File: config.mk
export PLATFORM = sky130hd
export DESIGN_NAME = drive_command_frame_encoder
export DESIGN_NICKNAME = d
export VERILOG_FILES = /design/src/rtl/dcfe_pkg.sv /design/src/rtl/dcfe_input_stage.sv /design/src/rtl/dcfe_serializer.sv /design/src/rtl/drive_command_frame_encoder.sv
export VERILOG_INCLUDE_DIRS = /design/src /design/src/rtl
export SDC_FILE = /design/constraint.sdc
export NUM_CORES = 1
export LEC_CHECK = 0
export ABC_AREA = 1
export BUFFER_PORTS_ARGS = -buffer_cell sky130_fd_sc_hd__buf_2
export CAP_MARGIN = 30
export CORE_MARGIN = 2
export CORE_UTILIZATION = 59
export CTS_CLUSTER_SIZE = 8
export DETAILED_ROUTE_END_ITERATION = 10
export PLACE_DENSITY = 0.78
export RECOVER_POWER = 100
export SYNTH_ARGS = -nofsm -noshare
export SYNTH_HDL_FRONTEND = slang
export SYNTH_SLANG_ARGS = --single-unit
File: constraint.sdc
create_clock -name clock -period 3.2 [get_ports clock]
set_input_delay 0.16 -clock clock [delete_from_list [all_inputs] [get_ports clock]]
set_output_delay 0.16 -clock clock [all_outputs]
set_load 0.02 [all_outputs]
File: src/rtl/drive_command_frame_encoder_defines.svh
// Assertion macros shared by the drive command frame encoder RTL.
// No dependencies; the files that assert include this header.
`ifndef DRIVE_COMMAND_FRAME_ENCODER_DEFINES_SVH
`define DRIVE_COMMAND_FRAME_ENCODER_DEFINES_SVH

`ifndef SYNTHESIS

`define DCFE_ASSERT_IMP(lbl, clk, rst, ante, cons) \
   lbl: assert property (@(posedge clk) disable iff (rst) (ante) |-> (cons)) \
      else $error("dcfe assertion failed");

`define DCFE_ASSERT_NXT(lbl, clk, rst, ante, cons) \
   lbl: assert property (@(posedge clk) disable iff (rst) (ante) |=> (cons)) \
      else $error("dcfe assertion failed");

`else

`define DCFE_ASSERT_IMP(lbl, clk, rst, ante, cons)

`define DCFE_ASSERT_NXT(lbl, clk, rst, ante, cons)

`endif

`endif

File: src/rtl/dcfe_pkg.sv
// Types, constants and helper functions for the drive command frame encoder.
// No dependencies.
package dcfe_pkg;

   typedef enum logic [3:0] {
      POS_SYNC,
      POS_ID,
      POS_LEFT_LO,
      POS_LEFT_HI,
      POS_RIGHT_LO,
      POS_RIGHT_HI,
      POS_CTRL,
      POS_CRC_LO,
      POS_CRC_HI
   } byte_pos_type;

   typedef struct packed {
      logic [15:0] left_mag;
      logic [15:0] right_mag;
      logic [7:0]  ctrl;
   } frame_fields_type;

   localparam logic [7:0]  SyncByte  = 8'hFF;
   localparam logic [7:0]  IdByte    = 8'h07;
   localparam logic [15:0] CrcSeed   = 16'hFFFF;
   localparam logic [15:0] CrcPoly   = 16'hA001;
   localparam logic [15:0] MagNegMax = 16'h8000;
   localparam logic [15:0] MagSat    = 16'h7FFF;
   localparam logic [3:0]  CtrlLow   = 4'b1000;

   // Reflected CRC-16, one byte.
   function automatic logic [15:0] crc_byte(input logic [15:0] crc, input logic [7:0] data);
      logic [15:0] c;
      c = crc ^ {8'h00, data};
      for (int i = 0; i < 8; i++) begin
         c = c[0] ? ((c >> 1) ^ CrcPoly) : (c >> 1);
      end
      return c;
   endfunction

   // Magnitude of a two's complement order, most negative code saturated.
   function automatic logic [15:0] magnitude(input logic [15:0] v);
      logic [15:0] m;
      if (v == MagNegMax) begin
         m = MagSat;
      end else if (v[15]) begin
         m = 16'(~v + 16'd1);
      end else begin
         m = v;
      end
      return m;
   endfunction

endpackage

File: src/rtl/dcfe_input_stage.sv
// Input holding register: takes one command item and stores its frame fields.
// Depends on dcfe_pkg.
module dcfe_input_stage
   import dcfe_pkg::*;
(
   input  logic                    clock,
   input  logic                    reset,
   input  logic                    req_valid,
   output logic                    req_stall,
   input  logic signed [15:0]      req_left_speed_order,
   input  logic signed [15:0]      req_right_speed_order,
   input  logic                    req_speed_control,
   input  logic                    load_ready,
   output logic                    hold_valid,
   output frame_fields_type        hold_frame
);

   logic             hold_valid_ff, hold_valid_in;
   frame_fields_type hold_frame_ff, hold_frame_in;
   logic             take;

   assign req_stall = hold_valid_ff && !load_ready;
   assign take      = req_valid && !req_stall;

   always_comb begin
      hold_valid_in = hold_valid_ff;
      hold_frame_in = hold_frame_ff;
      if (take) begin
         hold_valid_in           = 1'b1;
         hold_frame_in.left_mag  = magnitude(req_left_speed_order);
         hold_frame_in.right_mag = magnitude(req_right_speed_order);
         hold_frame_in.ctrl      = {req_speed_control, ~req_left_speed_order[15],
                                    req_speed_control, ~req_right_speed_order[15], CtrlLow};
      end else if (load_ready) begin
         hold_valid_in = 1'b0;
      end
   end

   always_ff @(posedge clock) begin
      if (reset) begin
         hold_valid_ff <= 1'b0;
      end else begin
         hold_valid_ff <= hold_valid_in;
      end
   end

   always_ff @(posedge clock) begin
      hold_frame_ff <= hold_frame_in;
   end

   assign hold_valid = hold_valid_ff;
   assign hold_frame = hold_frame_ff;

endmodule

File: src/rtl/dcfe_serializer.sv
// Byte serializer: emits the nine frame bytes and folds bytes 1..6 into the CRC.
// Depends on dcfe_pkg and drive_command_frame_encoder_defines.svh.
`include "drive_command_frame_encoder_defines.svh"

module dcfe_serializer
   import dcfe_pkg::*;
(
   input  logic             clock,
   input  logic             reset,
   input  logic             load_valid,
   input  frame_fields_type load_frame,
   output logic             load_ready,
   output logic             rsp_valid,
   input  logic             rsp_stall,
   output logic [7:0]       rsp_frame_byte,
   output logic             rsp_last_byte
);

   logic             busy_ff, busy_in;
   byte_pos_type     pos_ff, pos_in;
   frame_fields_type frame_ff, frame_in;
   logic [15:0]      crc_ff, crc_in;
   logic [7:0]       cur_byte;
   logic             out_take, at_last, load;

   assign at_last    = (pos_ff == POS_CRC_HI);
   assign out_take   = busy_ff && !rsp_stall;
   assign load_ready = !busy_ff || (out_take && at_last);
   assign load       = load_valid && load_ready;

   always_comb begin
      unique case (pos_ff)
         POS_SYNC:     cur_byte = SyncByte;
         POS_ID:       cur_byte = IdByte;
         POS_LEFT_LO:  cur_byte = frame_ff.left_mag[7:0];
         POS_LEFT_HI:  cur_byte = frame_ff.left_mag[15:8];
         POS_RIGHT_LO: cur_byte = frame_ff.right_mag[7:0];
         POS_RIGHT_HI: cur_byte = frame_ff.right_mag[15:8];
         POS_CTRL:     cur_byte = frame_ff.ctrl;
         POS_CRC_LO:   cur_byte = crc_ff[7:0];
         POS_CRC_HI:   cur_byte = crc_ff[15:8];
         default:      cur_byte = 8'h00;
      endcase
   end

   always_comb begin
      busy_in  = busy_ff;
      pos_in   = pos_ff;
      frame_in = frame_ff;
      crc_in   = crc_ff;
      if (load) begin
         busy_in  = 1'b1;
         pos_in   = POS_SYNC;
         frame_in = load_frame;
         crc_in   = CrcSeed;
      end else if (out_take) begin
         if (at_last) begin
            busy_in = 1'b0;
         end else begin
            pos_in = byte_pos_type'(pos_ff + 4'd1);
         end
         case (pos_ff) inside
            POS_ID, POS_LEFT_LO, POS_LEFT_HI, POS_RIGHT_LO, POS_RIGHT_HI, POS_CTRL:
               crc_in = crc_byte(crc_ff, cur_byte);
            default:
               crc_in = crc_ff;
         endcase
      end
   end

   always_ff @(posedge clock) begin
      if (reset) begin
         busy_ff <= 1'b0;
         pos_ff  <= POS_SYNC;
      end else begin
         busy_ff <= busy_in;
         pos_ff  <= pos_in;
      end
   end

   always_ff @(posedge clock) begin
      frame_ff <= frame_in;
      crc_ff   <= crc_in;
   end

   assign rsp_valid      = busy_ff;
   assign rsp_frame_byte = cur_byte;
   assign rsp_last_byte  = at_last;

   `DCFE_ASSERT_NXT(a_pos_advance, clock, reset, out_take && !at_last, pos_ff == byte_pos_type'($past(pos_ff) + 4'd1))
   `DCFE_ASSERT_NXT(a_drain, clock, reset, out_take && at_last && !load_valid, !busy_ff)
   `DCFE_ASSERT_NXT(a_load_start, clock, reset, load, busy_ff && pos_ff == POS_SYNC && crc_ff == CrcSeed)
   `DCFE_ASSERT_NXT(a_stall_hold, clock, reset, busy_ff && rsp_stall, $stable(crc_ff) && $stable(pos_ff))
   `DCFE_ASSERT_IMP(a_load_gap, clock, reset, busy_ff && !at_last, !load_ready)

endmodule

File: src/rtl/drive_command_frame_encoder.sv
// Top level of the drive command frame encoder: input holding register and byte serializer.
// Depends on dcfe_pkg, dcfe_input_stage and dcfe_serializer.
//
//   channel | direction | ports
//   req     | in        | req_valid, req_stall, req_left/right_speed_order, req_speed_control
//   rsp     | out       | rsp_valid, rsp_stall, rsp_frame_byte, rsp_last_byte
//
// Each item yields nine bytes, one per cycle while rsp_stall is low, and the next item
// loads as the last byte leaves, so frames follow back to back; the result port is byte wide.
// The CRC is folded in one byte per cycle as bytes 1..6 leave, and holds while rsp_stall is high.
// One further item is held in the input register while a frame is sent.
// Synchronous active high reset clears both valid flags.
// A stalled result holds its byte; the input stalls only when the holding register is full.
module drive_command_frame_encoder
   import dcfe_pkg::*;
(
   input  logic               clock,
   input  logic               reset,
   input  logic               req_valid,
   output logic               req_stall,
   input  logic signed [15:0] req_left_speed_order,
   input  logic signed [15:0] req_right_speed_order,
   input  logic               req_speed_control,
   output logic               rsp_valid,
   input  logic               rsp_stall,
   output logic [7:0]         rsp_frame_byte,
   output logic               rsp_last_byte
);

   logic             load_ready;
   logic             hold_valid;
   frame_fields_type hold_frame;

   dcfe_input_stage u_input_stage (
      .clock                 (clock),
      .reset                 (reset),
      .req_valid             (req_valid),
      .req_stall             (req_stall),
      .req_left_speed_order  (req_left_speed_order),
      .req_right_speed_order (req_right_speed_order),
      .req_speed_control     (req_speed_control),
      .load_ready            (load_ready),
      .hold_valid            (hold_valid),
      .hold_frame            (hold_frame)
   );

   dcfe_serializer u_serializer (
      .clock          (clock),
      .reset          (reset),
      .load_valid     (hold_valid),
      .load_frame     (hold_frame),
      .load_ready     (load_ready),
      .rsp_valid      (rsp_valid),
      .rsp_stall      (rsp_stall),
      .rsp_frame_byte (rsp_frame_byte),
      .rsp_last_byte  (rsp_last_byte)
   );

endmodule
* Yosys cells after proc, flatten, opt, wreduce, memory -nomap -nowiden *
Index checks and enable logic that the tools add are counted.

storage, ports and cells
  bits of input ports = 37
  bits in registers = 94
  logic and storage cells = 76
  output and inout port bits = 11

operators by class
  eq/ne operators = 10
  $add $sub $neg = 3
  reduce and logical (&&, ||, !) cells = 21
  mux-type cells = 16
  bitwise operators = 14

operators by type and width
  cell                     count
  $mux W16                 8
  $pmux W8 S9              1
  $add A16 B1 Y16 const B  2
  $eq A16 B16 Y1 const B   2
  $not A16 Y16             2
  $mux W15                 2
  $not A2 Y3               8
  $eq A4 B3 Y1 const B     4
  $xor A16 B8 Y16          1
  $eq A4 B2 Y1 const B     2
  $reduce_and A2 Y1        3
  $reduce_bool A2 Y1       3
  $reduce_or A2 Y1         3
  $reduce_or A6 Y1         1
  $logic_and A1 B1 Y1      5
  $mux W1                  5
  $add A4 B1 Y4 const B    1
  $eq A4 B1 Y1 const B     1
  $eq A4 B4 Y1 const B     1
  $logic_not A1 Y1         4
  $logic_not A4 Y1         1
  $not A1 Y1               3
  $logic_or A1 B1 Y1       1

* Depth between registers and ports, before layout *
  word-level depth = 19
  gate-level depth with buffers = 23
  depth with buffers taken out = 22

* By module *
Synthesis repeated with hierarchy kept, for this count alone.

second synthesis, totals
  cells, all modules = 627
  area total of the unflattened synthesis = 5287.6 um^2

modules (own cells, without submodules)
  module            cells each  times used  area each (um^2)  sequential area each (um^2)
  dcfe_serializer   371         1           3091.7            1621.6
  dcfe_input_stage  256         1           2195.9            1071.0

* Worst setup path after synthesis *
No wires, ideal clock.

  kind = reg-to-reg
  start point = register u_serializer.pos_ff[0]
  end point = register u_serializer.crc_ff[14]
  library setup time = 0.082 ns
  period minus slack after synthesis = 2.784 ns
  setup slack = 0.416 ns
  path buffers = 0
  required time = 3.118 ns
  stages on the path, launching flop included = 9
  arrival time = 2.702 ns
  cell sequence = dfxtp_1 -> inv_1 -> ha_1 -> nand3_1 -> nor2_1 -> nor2_1 -> nor2_2 -> clkinv_1 -> o211ai_1

between the ends
  longest elaborated chain between the ends = 12
  elaborated cells on any way between the ends = 30
  classes of those cells = eq/ne (8); mux (9); bitwise (7); reduce/logical (6)

ends and longest elaborated chain
  what                                                     RTL line                                      text
  start, declared                                          dcfe_serializer.sv:20                         byte_pos_type pos_ff, pos_in;
  start signal, assigned                                   dcfe_serializer.sv:77                         pos_ff <= pos_in;
  $eq A4 B4 Y1, or another cell as far along               dcfe_serializer.sv:26, dcfe_serializer.sv:32
  $pmux W8 S9                                              dcfe_serializer.sv:32                         unique case (pos_ff)
  $xor A16 B8 Y16                                          dcfe_pkg.sv:34                                c = crc ^ {8'h00, data};
  $mux W16 or $not A2 Y3 (tied branches) (5 in series)     n/a
  $not A2 Y3 (no source line) or $mux W16 (tied branches)  n/a
  $mux W16 (3 in series)                                   dcfe_pkg.sv:36                                c = c[0] ? ((c >> 1) ^ CrcPoly) : (c >> 1);
  end signal, assigned                                     dcfe_serializer.sv:83                         crc_ff <= crc_in;
  end, declared                                            dcfe_serializer.sv:22                         logic [15:0] crc_ff, crc_in;

Several ways; a longest one is shown, not always the timed one.
A chain may end at the register's enable or synchronous reset.

* Worst setup path in the final report *
  start point = register u_serializer.pos_ff[0]
  end point = register u_serializer.crc_ff[0]

between the ends
  longest elaborated chain between the ends = 12
  elaborated cells on any way between the ends = 31
  classes of those cells = eq/ne (8); mux (9); bitwise (8); reduce/logical (6)

ends and longest elaborated chain
  what                                                     RTL line
  $eq A4 B4 Y1, or another cell as far along               dcfe_serializer.sv:26, dcfe_serializer.sv:32
  $pmux W8 S9                                              dcfe_serializer.sv:32
  $xor A16 B8 Y16                                          dcfe_pkg.sv:34
  $mux W16 or $not A2 Y3 (tied branches) (6 in series)     n/a
  $not A2 Y3 (no source line) or $mux W16 (tied branches)  n/a
  $mux W16 (2 in series)                                   dcfe_pkg.sv:36

Several ways; a longest one is shown, not always the timed one.

==> reports/metrics.csv <==
metric,value,unit
CP Data Arrival Time,3.06,ns
clock sink count,92,
die area,9030,µm²
Initial Util,0.601,
final non-filler cell total,696,
# setup viols final,0,
Post-Syn Area per Cell,9.14,µm²
Routed Antenna Nets,0,
Area Overhead vs Synth,9.72,%
share of the synthesized area in the top cell type,0.430,
Pleak,2.28,nW
layout filler cell count,678,
Root Buffer,clkbuf_8,
Final Hold Fails,0,
FMAX,356,MHz
RR Startpoint,u_serializer.pos_ff[0]$_SDFFE_PP0P_,
Setup Skew,0.0151,ns
crit start category,flop,
core outline area,8130,µm²
total power draw,2.46,mW
vias in the first global route,3534,
synth cell count leaders,"122 x nand2_1, 70 x edfxtp_1, 56 x inv_1, 43 x nand3_1, 37 x nor2_1",
pin count of the biggest net entering global routing,36,
unrepaired setup endpoints after global routing,no,
layout cells sized above 1,0.186,
Power Dens Cells,458,nW/µm²
most common cell in the synthesized netlist,nand2_1,
drt total wl,9.86,mm
final setup TNS,0,ns
vias per cell,5.46,
Via Count,3797,
Total GRT Usage,0.241,
register area,2540,µm²
Residual DRC,0,
post-CTS sizing,0,
H-tree levels,3,
Area after DPL,5220,µm²
"area leader, netlist",edfxtp_1,
CTS tree,done,
Seq cells post-synth,92,
detailed placer's ending HPWL,7.66,mm
synthesized cell area,4890,µm²
wire per inst,14.2,µm
Hold WC Path Type,input port to flop,
crit path from,u_serializer.pos_ff[0]$_SDFFE_PP0P_,
Unique masters post-synth,45,
ant diodes,0,
clock latency on the worst-skew pair,0.36,ns
Nets,629,
cell depth of the worst flop-to-flop path,21,
Initial DRC Count,192,
Die Width,95.0,µm
Critical Path Sink,u_serializer.crc_ff[0]$_SDFFE_PP1P_,
CP required,3.45,ns
flop2flop setup slack,0.39,ns
Synth Instances,535,
Yosys warning total,0,
# IOs,48,
die height,95.0,µm
port bufs,47,
Final Critical Period,2.81,ns
CP Max Fanout,11,
"top cells by area, synth","edfxtp_1 43%, nand2_1 9.4%, dfxtp_1 9.0%, nand3_1 4.4%, inv_1 4.3%",
1st-pass router iterations,5,
placed cell count,678,
Multi-input gate area,1990,µm²
outcome,"complete, no violations",
Inserted Clock Buffers,9,
initial antenna violation count,0,
Worst-Margin Slew,0.824,ns
Final Slew Violations,0,
post-CTS setup buffers,0,
CP endpoint kind,flop,
Final Cell Area,5370,µm²
row count,33,
Setup WS post-layout,0.388,ns
Hold Slack,0.0489,ns
Worst R2R End,u_serializer.crc_ff[0]$_SDFFE_PP1P_,
post-synthesis sequential area ratio,0.520,
number of max-cap violations,0,
period utilisation layout,0.879,
final core utilization,0.660,
pre-CTS setup slack,0.572,ns
syn_nets,578,
GRT Residual Overflow,0,
first-pass GRT wire length,16.6,mm
post-synthesis async set-or-reset flop share,0,
maximum root-to-sink buffer count,2,
Setup CP Type,flop to flop,
RePlAce Congestion,0.915,
Synth Flop Type,edfxtp_1,
"Clk pin slew, worst setup/hold paths",0.11,ns
worst vdd ir,0.188,mV
CTS Hold Buffers Added,2,
Post-synth EDFFs,70,
Max-slew headroom,0.450,
-- logic make-up after synthesis --
logic type	Yosys count	share of synthesized area
xor gates and xnor gates	15	0.0284
AOI/OAI and AO/OA	57	0.0719
buffers and inverters	74	0.0647
adders and majority gates	6	0.0154
DFF	92	0.520
and+or+nand+nor	291	0.300
-- registers in the layout (all words and copies together) (netlist names) --
register,cells
u_serializer.pos_ff,4
u_serializer.rsp_valid,1
u_serializer.crc_ff,16
u_input_stage.hold_frame,35
u_serializer.frame_ff,35
u_input_stage.hold_valid,1
-- layer usage --
layer / up-vias / wire [µm] / track usage
met5: - / 0 / 0
met3: 12 / 478 / 0.0522
met1: 1751 / 4320 / 0.312
met4: 0 / 137 / 0.0773
met2: 115 / 4920 / 0.405
li1: 1919 / - / -
-- how the worst min path moves through the flow --
stage	startpoint	endpoint	slack [ns]	depth (start not counted)
6_report	req_valid	u_input_stage.hold_valid$_SDFFE_PP0P_	0.05	3
5_1_grt	req_valid	u_input_stage.hold_valid$_SDFFE_PP0P_	0.03	3
4_1_cts	req_valid	u_input_stage.hold_valid$_SDFFE_PP0P_	0.04	3
3_5_place_dp	req_speed_control	u_input_stage.hold_frame[5]$_DFFE_PP_	0.34	1
3_3_place_gp	req_speed_control	u_input_stage.hold_frame[5]$_DFFE_PP_	0.34	1
2_1_floorplan	reset	u_input_stage.hold_valid$_SDFFE_PP0P_	0.23	1
-- final cells by class --
| class | instances | share of cell area |
|---|---|---|
| sequential | 92 | 0.474 |
| multi-input combinational | 369 | 0.371 |
| timing repair buffer | 52 | 0.0515 |
| inverter | 62 | 0.0438 |
| tap | 105 | 0.0245 |
| clock buffer | 9 | 0.0231 |
| clock inverter | 7 | 0.0126 |
-- critical path: stages, from the launching register on --
cell and delay, ns:
dfxtp_1 0.37, inv_1 0.11, ha_1 0.40, nand3_1 0.25, inv_1 0.23, nand2_1 0.07
nand2_1 0.06, nor2_1 0.06, nand2_2 0.08, nand2_2 0.04, nand2_1 0.20, inv_1 0.09
nand2_1 0.10, nand2_1 0.07, nand2_2 0.09, nand2_2 0.06, nand2_1 0.07, nand3_2 0.08
nand2_1 0.09, nand2_1 0.05, nand3_1 0.06, nand2_1 0.06
-- report_power, final --
part / internal [mW] / switching (mW)
Clock: 0.303 / 0.442
Combinational: 0.107 / 0.202
Sequential: 1.37 / 0.0305
Total: 1.78 / 0.674
-- cells in the final DEF, fill, tap and decap left out, drive strengths merged --
master,netlist,final
nand3b,2,2
edfxtp,70,70
nand4,15,15
nand3,53,53
a21o,1,1
a211oi,2,2
clkbuf,5,19
ha,6,6
a21oi,15,15
o221ai,1,1
nor2,52,52
buf,7,40
xnor2,6,6
o21ai,19,19
nor3,12,12
inv,61,65
clkinv,1,4
nand2,145,145
nor4,2,2
o211ai,11,11
a221oi,2,2
a21boi,2,2
dlygate4sd3,0,2
or4,1,1
o31ai,3,3
or2,6,6
xor2,9,9
nor3b,3,3
o2bb2ai,1,1
dfxtp,22,22
(Power assumes the default switching activity.)
